## src/rtl/core/pol_pkg.sv

```systemverilog
// Shared types and codes for the positional ordered list.
// No dependencies; used by every module under rtl/core.
`default_nettype none

package pol_pkg;

  // Width of one list entry
  localparam int unsigned WordW = 32;
  // Width of the position and count fields on the stream words
  localparam int unsigned PosW = 7;

  // Request codes carried in the command field
  typedef enum logic [1:0] {
    CMD_INSERT = 2'd0,
    CMD_DELETE = 2'd1,
    CMD_READ   = 2'd2
  } cmd_t;

  // Result status codes
  typedef enum logic [1:0] {
    STAT_OK    = 2'd0,
    STAT_RANGE = 2'd1,
    STAT_FULL  = 2'd2
  } status_t;

  // Sequencer states
  typedef enum logic [1:0] {
    ST_IDLE,
    ST_EXEC,
    ST_COLLECT
  } state_t;

  // Control broadcast to every cell of the chain
  typedef struct packed {
    logic            ins;  // shift back from idx, load new value at idx
    logic            del;  // shift forward from idx
    logic [PosW-1:0] idx;  // 0-based target position
  } pol_ctrl_t;

endpackage

`default_nettype wire

```

## src/rtl/core/pol_group.sv

```systemverilog
// Registered OR stage over a slice of cell taps (at most one tap is nonzero).
// Depends on pol_pkg.
`default_nettype none

module pol_group #(
  parameter int unsigned N = 32
) (
  input  wire logic                               clk,
  input  wire logic                               en,
  input  wire logic [N-1:0][pol_pkg::WordW-1:0]   taps,
  output logic      [pol_pkg::WordW-1:0]          merged
);
  import pol_pkg::*;

  logic [WordW-1:0] merged_next;

  // Fold the slice
  always_comb begin
    merged_next = '0;
    for (int i = 0; i < N; i++) begin
      merged_next = merged_next | taps[i];
    end
  end

  always_ff @(posedge clk) begin
    if (en) begin
      merged <= merged_next;
    end
  end

endmodule

`default_nettype wire

```

## config.mk

```make
export PLATFORM = sky130hd
export DESIGN_NAME = pol_group
export DESIGN_NICKNAME = d
export VERILOG_FILES = /design/src/rtl/core/pol_pkg.sv /design/src/rtl/core/pol_group.sv
export SDC_FILE = /design/constraint.sdc
export NUM_CORES = 1
export LEC_CHECK = 0
export BUFFER_PORTS_ARGS = -buffer_cell sky130_fd_sc_hd__buf_2
export CORE_AREA = 2 2 414 416
export DETAILED_ROUTE_END_ITERATION = 12
export DIE_AREA = 0 0 416 418
export GPL_TIMING_DRIVEN = 0
export MAX_ROUTING_LAYER = met4
export PLACE_DENSITY = 0.3
export SLEW_MARGIN = 20
export SYNTH_ARGS = -nofsm -noshare
export SYNTH_HDL_FRONTEND = slang
export SYNTH_SLANG_ARGS = --single-unit
```

## constraint.sdc

```tcl
create_clock -name clk -period 1.8 [get_ports clk]
set_input_delay 0.54 -clock clk [delete_from_list [all_inputs] [get_ports clk]]
set_output_delay 0.54 -clock clk [all_outputs]
set_load 0.03 [all_outputs]
```

* Word-level counts from Yosys, hierarchy flattened
Cells that the tools add are included.
** Cells by class
- $add $sub $neg :: 0
- $mul :: 0
- Divide/modulo/power cells :: 0
- Order comparisons :: 0
- Equal/unequal tests :: 0
- Shifts and indexed selects :: 0
- Muxes and demuxes :: 0
- Bitwise operators :: 31
- Reduce and logical (&&, ||, !) cells :: 0
** Operators with widths (number)
- OR 32 bit :: 31
** Word-level totals
- Flip-flop bits (word level) :: 32
- Bits in latches :: 0
- Bits in writable memories :: 0
- ROM bits :: 0
- Bits of input ports :: 1026
- Output and inout bits :: 32
- Logic and storage cells :: 32
- Memories :: 0

* Depth between registers and ports, before layout
- Depth in word-level cells :: 31
- Mapped depth :: 3
- Depth with buffers taken out :: 3

* Worst setup path before layout
OpenSTA, ideal clock, no wires.
- Path kind :: input-to-reg
- From :: input taps[800] (netlist bit)
- To :: register merged[0] (netlist bit) (data pin)
- Setup time :: 0.259 ns
- Arrival :: 1.101 ns
- Data required time :: 1.541 ns
- Slack :: 0.440 ns
- Stages :: 3
- Path buffers :: 0
- Cell sequence :: nor4_1 nand4_1 or2_1
** On the way
- Word-level cells in the longest chain between the ends :: 7
** RTL lines
- start: declaration :: line pol_group.sv:10 : input wire logic [N-1:0][pol_pkg::WordW-1:0] taps,
- OR 32 bit (7 in series) :: line pol_group.sv:21 : merged_next = merged_next | taps[i];
- named net merged_next[0] :: line pol_group.sv:15 : logic [WordW-1:0] merged_next;
- end signal: assignment :: line pol_group.sv:27 : merged <= merged_next;
- end: declaration :: line pol_group.sv:11 : output logic [pol_pkg::WordW-1:0] merged
The timed path passes the listed nets, and every way through them passes these cells.
A chain may end at the register's enable or synchronous reset.

* Worst setup path in the final report
- From :: input taps[933] (netlist bit)
- To :: register merged[5] (netlist bit) (data pin)
** On the way
- Word-level cells in the longest chain between the ends :: 3
** RTL lines (line)
- OR 32 bit (3 in series) :: pol_group.sv:21
- named net merged_next[5] :: pol_group.sv:15
The timed path passes the listed nets, and every way through them passes these cells.

==> run summary <==
Status: complete, but fails checks
Violated checks: setup timing
CP Class: primary input to register
Met1 WL: 36700 um
Syn nets: 1410
Distinct cells, synth: 5
Cell area after synthesis: 3360 sq um
GRT overflow: 0
Sink Count: 32
Max incr delay on CP: 0.57 ns
DIE WIDTH: 416 um
Crit path DAT: 2.23 ns
Tmin final: 2.14 ns
Worst-Margin Slew: 0.760 ns
Setup violators final: 4
CP max FO: 1
Drt drc: 0
Top cells by area, synth: nor4_1 42%, edfxtp_1 29%, nand4_1 12%, nor4_2 12%, or2_1 6.0%
First-pass DRT Iterations: 5
Worst Hold Class: primary input to register
Core area: 169000 sq um
Synth area leader: nor4_1
Most flops, register: merged
First-pass GRT wire length: 114000 um
Synth Area in Simple Gates: 71.4%
Die Span Y: 418 um
I/O pin count: 1058
Via count: 9371
Largest net degree at the start of global routing: 33
Final slew viol count: 0
Synth Register Bits: 32
Post-synthesis xor/xnor area fraction: 0%
Unrepaired setup endpoints after global routing: true
MaxCap Viol Count: 0
CP required: 1.88 ns
Met2 WL: 46100 um
Yosys warns: 0
CTS max path bufs: 2
Final Hold Viols: 0
Via density: 2.49
Dpl hpwl: 94000 um
Die area: 174000 sq um
Hold-critical path depth: 4
Initial antenna violation count: 160
Synthesized area per cell: 8.76 sq um
Cts bufs inserted: 5
Nets: 2487
Leak: 4.91 nW
Post-synthesis adder-cell area fraction: 0%
Share of layout cells above drive strength 1: 78.4%
Setup ws final: -0.344 ns
Vias in the first global route: 9303
Tot GR Track Use: 11.0%
Hold_sp: taps[516]
Final period util: 119%
Largest register FFs: 32
TNS Setup: -0.821 ns
PortBufs: 1057
Mux contribution to synthesized area: 0%
CTS tree: built
Fmax: 0.466 GHz
Pwr/cell area: 295 nW/um^2
Synth top area share: 41.7%
1st-iter DRT viols: 622
Number of cell rows: 151
WL/cell: 25.9 um
Largest family of logic cells by synthesized area: simple AND/OR/NAND/NOR gates
Peak supply drop: 0.320 mV
CP Capture Type: register
WL final: 97600 um
Area growth from synthesis to layout: 274%
CP Launch Type: primary input
Worst rel slew slack: 48.8%
Slowest stage cell on the critical path: nand4_1
Post-Synthesis Cells: 384
WHS Endpoint: merged[4]
H-tree Lvls: 2
Top flop regs: merged x32
Initial core utilization: 1.99%
Core Util, Final: 7.45%
Clock Pin Slew Worst Setup and Hold Paths: 0.08 ns
Cell repeated most along the worst path: buf_6
Post-synthesis sequential area ratio: 28.6%
Root buffer cell: clkbuf_16
Crit-path cells: buf_6 -> nor4_4 -> buf_6 -> nand4_1 -> or2_1
DR WL met3: 12100 um
Highest Signal Layer: met4
Post-synthesis compound-gate area fraction: 0%
Post-DRT Antenna Nets: 0
Placer Congestion: 0.948
## power breakdown
group	switching [mW]	internal, mW	leakage (nW)
clock network	0.519	0.502	0.0653
registers	0.0114	0.854	0.323
logic	0.857	0.968	4.53
## cell usage after synthesis
cell type,count
nor4_1,224
edfxtp_1,32
or2_1,32
nor4_2,32
nand4_1,64
## cells by family (layout without fill, tap and decap cells)
logic type	Yosys count	after routing
buffers and inverters	0	1077
DFF	32	32
and+or+nand+nor	352	352
other	0	86
## worst max-delay path by stage
stage	cells after the start	slack (ns)	start	endpoint
after global placement	4	-3.07	taps[773]	merged[5]
after floorplan	3	0.44	taps[800]	merged[0]
after detailed placement	5	-1.27	taps[773]	merged[5]
after CTS	5	-0.74	taps[997]	merged[5]
final	5	-0.34	taps[933]	merged[5]
after global routing	5	-0.66	taps[933]	merged[5]
## worst max-delay path: cells and delay by family
| family | cells | cell delay, ns |
|---|---|---|
| buffers and inverters | 2 | 0.28 |
| and+or+nand+nor | 3 | 1.36 |
## timing repair
| action | in CTS | in global routing |
|---|---|---|
| pin swaps | 45 | 19 |
| hold buffers | 0 | 0 |
| resized for setup | 75 | 18 |
| setup buffers | 0 | 0 |
| setup endpoints to repair | 24 | 15 |
## final cells by class
class | instances | area [sq um]
Antenna cell | 86 | 215
Fill cell | 20000 | 157000
Sequential cell | 32 | 961
Clock inverter | 2 | 7.51
Timing Repair Buffer | 1070 | 5640
Multi-Input combinational cell | 352 | 2870
Clock buffer | 5 | 125
Tap cell | 2218 | 2780
## layer usage
layer  GRT usage (%)  vias up
li1                -     4099
met1            12.2     4329
met2            18.0      770
met3            4.82      173
met4            2.59        0
met5               -        -
## per-stage QoR
step                worst slack (ns)  area (sq um)  hold slack [ns]  power (mW)  cells
finish                        -0.344         12600            0.563        3.71   3765
global route                  -0.658         12600            0.557        3.95   3751
CTS                           -0.738         12300            0.515        3.84   3679
detailed placement             -1.27         11600            0.909        2.59   3672
global placement               -3.07         11400            0.908        2.56   3659
floorplan                      0.440          3360            0.652        1.07    384
## cell usage in the layout, fill, tap and decap left out
| cell | instances |
|---|---|
| diode_2 | 86 |
| or2_1 | 31 |
| nor4_2 | 44 |
| clkbuf_16 | 5 |
| buf_2 | 1021 |
| nor4_1 | 186 |
| buf_4 | 6 |
| edfxtp_1 | 32 |
| or2_4 | 1 |
| nand4_1 | 64 |
| buf_6 | 43 |
| nor4_4 | 26 |
| clkinv_1 | 2 |
No activity file was read; power rests on OpenSTA's default activity.
