==> src/rtl/core/pol_pkg.sv <==
// Shared types and codes for the positional ordered list.
// No dependencies; used by every module under rtl/core.
`default_nettype none

package pol_pkg;

  // Width of one list entry
  localparam int unsigned WordW = 32;
  // Width of the position and count fields on the stream words
  localparam int unsigned PosW = 7;

  // Request codes carried in the command field
  typedef enum logic [1:0] {
    CMD_INSERT = 2'd0,
    CMD_DELETE = 2'd1,
    CMD_READ   = 2'd2
  } cmd_t;

  // Result status codes
  typedef enum logic [1:0] {
    STAT_OK    = 2'd0,
    STAT_RANGE = 2'd1,
    STAT_FULL  = 2'd2
  } status_t;

  // Sequencer states
  typedef enum logic [1:0] {
    ST_IDLE,
    ST_EXEC,
    ST_COLLECT
  } state_t;

  // Control broadcast to every cell of the chain
  typedef struct packed {
    logic            ins;  // shift back from idx, load new value at idx
    logic            del;  // shift forward from idx
    logic [PosW-1:0] idx;  // 0-based target position
  } pol_ctrl_t;

endpackage

`default_nettype wire

==> src/rtl/core/pol_cell.sv <==
// One cell of the list chain: holds a single entry and trades it with its neighbors.
// Depends on pol_pkg.
`default_nettype none

module pol_cell #(
  parameter int unsigned INDEX = 0
) (
  input  wire logic                      clk,
  input  wire logic                      en,
  input  wire pol_pkg::pol_ctrl_t        ctrl,
  input  wire logic [pol_pkg::WordW-1:0] new_value,
  input  wire logic [pol_pkg::WordW-1:0] prev_data,
  input  wire logic [pol_pkg::WordW-1:0] next_data,
  output logic      [pol_pkg::WordW-1:0] data,
  output logic      [pol_pkg::WordW-1:0] tap
);
  import pol_pkg::*;

  localparam logic [31:0] Index32 = INDEX;

  logic [31:0] idx32;
  logic        hit;
  logic        after;

  // Position of this cell relative to the target
  assign idx32 = {{(32-PosW){1'b0}}, ctrl.idx};
  assign hit   = (idx32 == Index32);
  assign after = (Index32 > idx32);

  // Entry register: keep, take neighbor, or take the new word
  always_ff @(posedge clk) begin
    if (en) begin
      if (ctrl.ins) begin
        if (hit) begin
          data <= new_value;
        end else if (after) begin
          data <= prev_data;
        end
      end else if (ctrl.del) begin
        if (hit || after) begin
          data <= next_data;
        end
      end
    end
  end

  // Read tap: only the addressed cell drives its entry
  assign tap = hit ? data : '0;

endmodule

`default_nettype wire

==> config.mk <==
export PLATFORM = sky130hd
export DESIGN_NAME = pol_cell
export DESIGN_NICKNAME = d
export VERILOG_FILES = /design/src/rtl/core/pol_pkg.sv /design/src/rtl/core/pol_cell.sv
export SDC_FILE = /design/constraint.sdc
export NUM_CORES = 1
export LEC_CHECK = 0
export ABC_CLOCK_PERIOD_IN_PS = 6330
export BUFFER_PORTS_ARGS = -buffer_cell sky130_fd_sc_hd__buf_2
export CAP_MARGIN = 10
export CORE_UTILIZATION = 40
export CTS_BUF_LIST = sky130_fd_sc_hd__clkbuf_8
export DETAILED_ROUTE_END_ITERATION = 8
export PLACE_DENSITY = 0.9
export RECOVER_POWER = 100
export SYNTH_ARGS = -nofsm -noshare
export SYNTH_HDL_FRONTEND = slang
export SYNTH_SLANG_ARGS = --single-unit
==> constraint.sdc <==
create_clock -name clk -period 6.33 [get_ports clk]
set_input_delay 0.9495 -clock clk [delete_from_list [all_inputs] [get_ports clk]]
set_output_delay 0.9495 -clock clk [all_outputs]
set_load 0.02 [all_outputs]
Word-level counts from Yosys, hierarchy flattened

Cells that the tools add are included.

Register bits after elaboration: 32
Input port bits: 107
Output and inout bits: 64
Logic and storage cells: 14

Reductions and logical operators: 5
Muxes and demuxes: 6
Equality and inequality tests: 1
$lt $le $gt $ge: 1

Operators by type and width:

| operator           | count |
|---|---|
| $mux 32            | 6 |
| $logic_not 32->1   | 1 |
| $gt 1x7->1 const A | 1 |
| $reduce_and 4->1   | 1 |
| $reduce_bool 2->1  | 2 |
| $ne 3x1->1 const B | 1 |
| $logic_or 1x1->1   | 1 |

Logic depth before layout (Yosys ltp)

Depth after elaboration: 5
Depth in mapped cells: 5
Mapped depth without buffers: 3

Least setup slack after synthesis

OpenSTA, ideal clock, no wires.

Kind: input-to-reg
Start: input port ctrl[4] (netlist name)
End: register data[0] (netlist name), enable pin
Stages on the path: 4
Buffers on the path: 2
Library setup time: 0.461 ns
Required time: 5.869 ns
Data arrival time: 4.019 ns
Slack: 1.850 ns
Cell sequence: or4_4 > buf_6 > buf_8 > nor3_1

Cells in the longest elaborated chain, start to end: 4
Elaborated cells between the ends (all ways): 6

RTL lines:

| item                                           | RTL line                       | RTL |
|---|---|---|
| start, declared                                | pol_cell.sv:10                 | `input wire pol_pkg::pol_ctrl_t ctrl,` |
| $gt 1x7->1 or $logic_not 32->1 (tied branches) | pol_cell.sv:28, pol_cell.sv:27 |  |
| $logic_or 1x1->1                               | pol_cell.sv:40                 | `if (hit \|\| after) begin` |
| $reduce_bool 2->1 (no line)                    | -                              |  |
| $reduce_and 4->1 (no line) *                   | -                              |  |
| end signal, assigned                           | pol_cell.sv:35                 | `data <= new_value;` |
| end signal, assigned                           | pol_cell.sv:37                 | `data <= prev_data;` |
| end signal, assigned                           | pol_cell.sv:41                 | `data <= next_data;` |
| end, declared                                  | pol_cell.sv:14                 | `output logic [pol_pkg::WordW-1:0] data,` |

Mark *: on every way between the ends. The rest lies on a longest branch, timed or not.
A chain may end at the register's enable or synchronous reset.

Final worst setup path

Start: input port ctrl[4] (netlist name)
End: output port tap[30] (netlist name)

Cells in the longest elaborated chain, start to end: 2

RTL lines:

| item             | RTL line       | RTL |
|---|---|---|
| $logic_not 32->1 | pol_cell.sv:27 | `assign hit = (idx32 == Index32);` |
| $mux 32          | pol_cell.sv:48 | `assign tap = hit ? data : '0;` |
| end, declared    | pol_cell.sv:15 | `output logic [pol_pkg::WordW-1:0] tap` |

No other way between the ends.

==> results.py <==
metrics = {
    "synth": {
        "post_synth_edffs": 32,
        "yosys-top-cells-count": "32 x sky130_fd_sc_hd__and3_1, 32 x sky130_fd_sc_hd__edfxtp_1, 22 x sky130_fd_sc_hd__a21oi_1",
        "synth_top_area_share_pct": 46.4,
        "synthFlopType": "sky130_fd_sc_hd__edfxtp_1",
        "synth_cells": 225,
        "synthesis.nets": 332,
        "async_flop_share_pct": 0,
        "yosys_warnings": 0,
        "ys_ff_latch": 32,
        "synthesis.area_per_instance_um2": 9.20,
        "synth_sequential_area_ratio_pct": 46.4,
        "synth_cell_type_count": 24,
        "synth_top_cell_by_area": "sky130_fd_sc_hd__edfxtp_1",
        "syn_area_um2": 2070,
        "cells_taking_the_most_area_after_synthesis": "sky130_fd_sc_hd__edfxtp_1 46%, sky130_fd_sc_hd__and3_1 9.7%, sky130_fd_sc_hd__a221o_1 6.8%, sky130_fd_sc_hd__a31oi_1 5.4%, sky130_fd_sc_hd__a21oi_1 5.3%",
    },
    "sta": {
        "final_min_period_over_clock_period_pct": 71.9,
        "min_period_ns": 4.55,
        "slew_headroom_pct": -50.7,
        "final-max-slew-violation-count": 157,
        "finalSetupViolations": 0,
        "setup_total_negative_slack_ns": 0,
        "grt_setup_unrepaired": "no",
        "hold_viol_final": 0,
        "max_freq_ghz": 0.220,
        "timing_worst_slew_pin_value_ns": 2.26,
    },
    "clock_network": {
        "ctsHtreeMaxLevel": 2,
        "path_clk_slew_ns": 0.07,
        "cts-buffers-inserted": 5,
        "clk_root_buffer_cell": "sky130_fd_sc_hd__clkbuf_8",
        "ctsLongestPathBuffers": 2,
        "ctsHoldBuffers": 0,
        "cts_tree": "done",
        "clock_sinks": 32,
        "post_cts_resized": 0,
        "postCtsSetupBuffers": 0,
    },
    "setup_path": {
        "path_common_cell": "sky130_fd_sc_hd__clkbuf_1",
        "required_ns": 5.38,
        "criticalPathCategory": "in -> out",
        "number_of_buffer_and_inverter_instances_along_the_worst_setup_path": 3,
        "crit_path_cell_trace": "buf_2 > nor4_4 > clkbuf_1 > and3_1 > clkbuf_1",
        "worstPathMaxFanout": 64,
        "setup.worst_path.end": "tap[30]",
        "crit_path_arrival_time_ns": 3.60,
        "start_kind": "input pin",
        "cp_num_cells": 5,
        "endpoint_kind": "primary output",
        "startpoint": "ctrl[4]",
        "crit_family": "buffers and inverters",
        "cp_slowest_stage_delay_ns": 1.64,
        "critical-path-slowest-cell": "sky130_fd_sc_hd__clkbuf_1",
    },
    "cells_and_area": {
        "layout.nets": 487,
        "registers_with_the_most_flip_flops": "data x32",
        "antenna_cells": 0,
        "largest_register_ff_count": 32,
        "area_growth_pct": 40.1,
        "reg_with_most_ffs": "data",
        "design_area_um2": 2900,
        "drive_gt1_share_pct": 30.5,
    },
    "global_routing": {
        "first_global_vias": 1971,
        "grt_overflow": 0,
        "grt_start_max_net_pins": 65,
        "grt_util_all_layers_pct": 22.3,
        "initial_antenna_violation_count": 0,
        "grt_pass1_wl_um": 9140,
    },
    "power_and_ir_drop": {
        "total_leakage_power_uw": 0.00127,
        "max-vdd-ir-drop_mv": 0.0837,
        "power.density_cell_area_nw_per_um2": 159,
    },
    "die": {
        "core_area_um2": 4850,
        "die_x_um": 74.0,
        "rows": 25,
        "full_die_area_um2": 5470,
        "die_h_um": 74.0,
        "number_of_placed_i_o_pins": 171,
        "starting_density_pct": 42.7,
    },
    "detailed_routing": {
        "drt-pass1-iter-count": 5,
        "dr_wl_met3_um": 379,
        "highest_layer": "met4",
        "route.met2.wl_um": 3310,
        "drt_drc_violations_left": 0,
        "detail_route.vias_per_cell": 5.31,
        "met1Wirelength_um": 2830,
        "routed_wire_length_per_instance_um": 14.7,
        "first_iter_violations": 151,
        "drt.antenna.violating_nets": 0,
        "route.final.wire_length_um": 6580,
        "dr_total_vias": 2374,
    },
    "min_path": {
        "path_class_of_the_lowest_slack_min_delay_path": "in -> reg",
    },
    "place": {
        "dp_hpwl_um": 4710,
        "gp_congestion": 0.911,
        "io_buffer_count": 170,
        "post_dp_cell_area_um2": 2910,
    },
    "status": {
        "status": "complete, but fails checks",
        "violated_checks": "capacitance limit, slew limit",
    },
    "flow_run": {
        "maxCapViolCount": 3,
    },
}
-- stage by stage --
stage | cells | power [uW] | util, % | setup slack, ns | hold slack (ns)
floorplan | 225 | 282 | - | 1.85 | 1.16
global placement | 440 | 321 | 60.1 | 3.21 | 1.26
detailed placement | 440 | 323 | 60.1 | 3.15 | 1.26
CTS | 447 | 462 | 61.7 | 3.15 | 0.969
global route | 447 | 479 | 59.8 | 1.62 | 0.977
finish | 447 | 460 | 59.8 | 1.78 | 0.974
-- cells in the final DEF, fill, tap and decap left out, drive strengths merged, types with 2 or more instances in the layout --
cell and count:
nor2 19, and2 14, o21ai 19, nand3 10, a21oi 22, a31oi 18
clkinv 2, nand2 14, a221o 14, buf 106, clkbuf 72, edfxtp 32
nor3 2, and3 32
-- layer usage --
metal  GRT usage [%]  vias to the layer above
li1                -                     1159
met1            27.3                     1087
met2            40.2                      121
met3            3.93                        7
met4            6.41                        0
met5               0                        -
-- worst min path at each step --
stage,from,to,cells past startpoint
global placement,next_data[30],data[30]$_DFFE_PP_,2
global route,next_data[26],data[26]$_DFFE_PP_,2
detailed placement,next_data[25],data[25]$_DFFE_PP_,2
floorplan,next_data[30],data[30]$_DFFE_PP_,1
finish,next_data[25],data[25]$_DFFE_PP_,2
CTS,next_data[25],data[25]$_DFFE_PP_,2
-- report_power, final --
| group | switching (uW) | internal (uW) | leakage [uW] |
|---|---|---|---|
| Sequential | 0.342 | 236 | 0.000289 |
| Clock | 68.4 | 72.4 | 0.0000391 |
| Combinational | 41.9 | 41.7 | 0.000941 |
-- layout make-up --
cell class | count | area [um^2]
inverters | 1 | 3.75
multi-input cells | 167 | 992
clock inverters | 2 | 7.51
well taps | 67 | 83.8
clock buffers | 5 | 68.8
flip-flops and latches | 32 | 961
repair buffers | 173 | 785
fillers | 476 | 1950
-- logic make-up after synthesis --
family	count (synthesis)	share of synthesized area, %
flops	32	46.4
compound gates	73	22.1
buf+inv	26	6.22
simple gates	94	25.3
(Power assumes the default switching activity.)
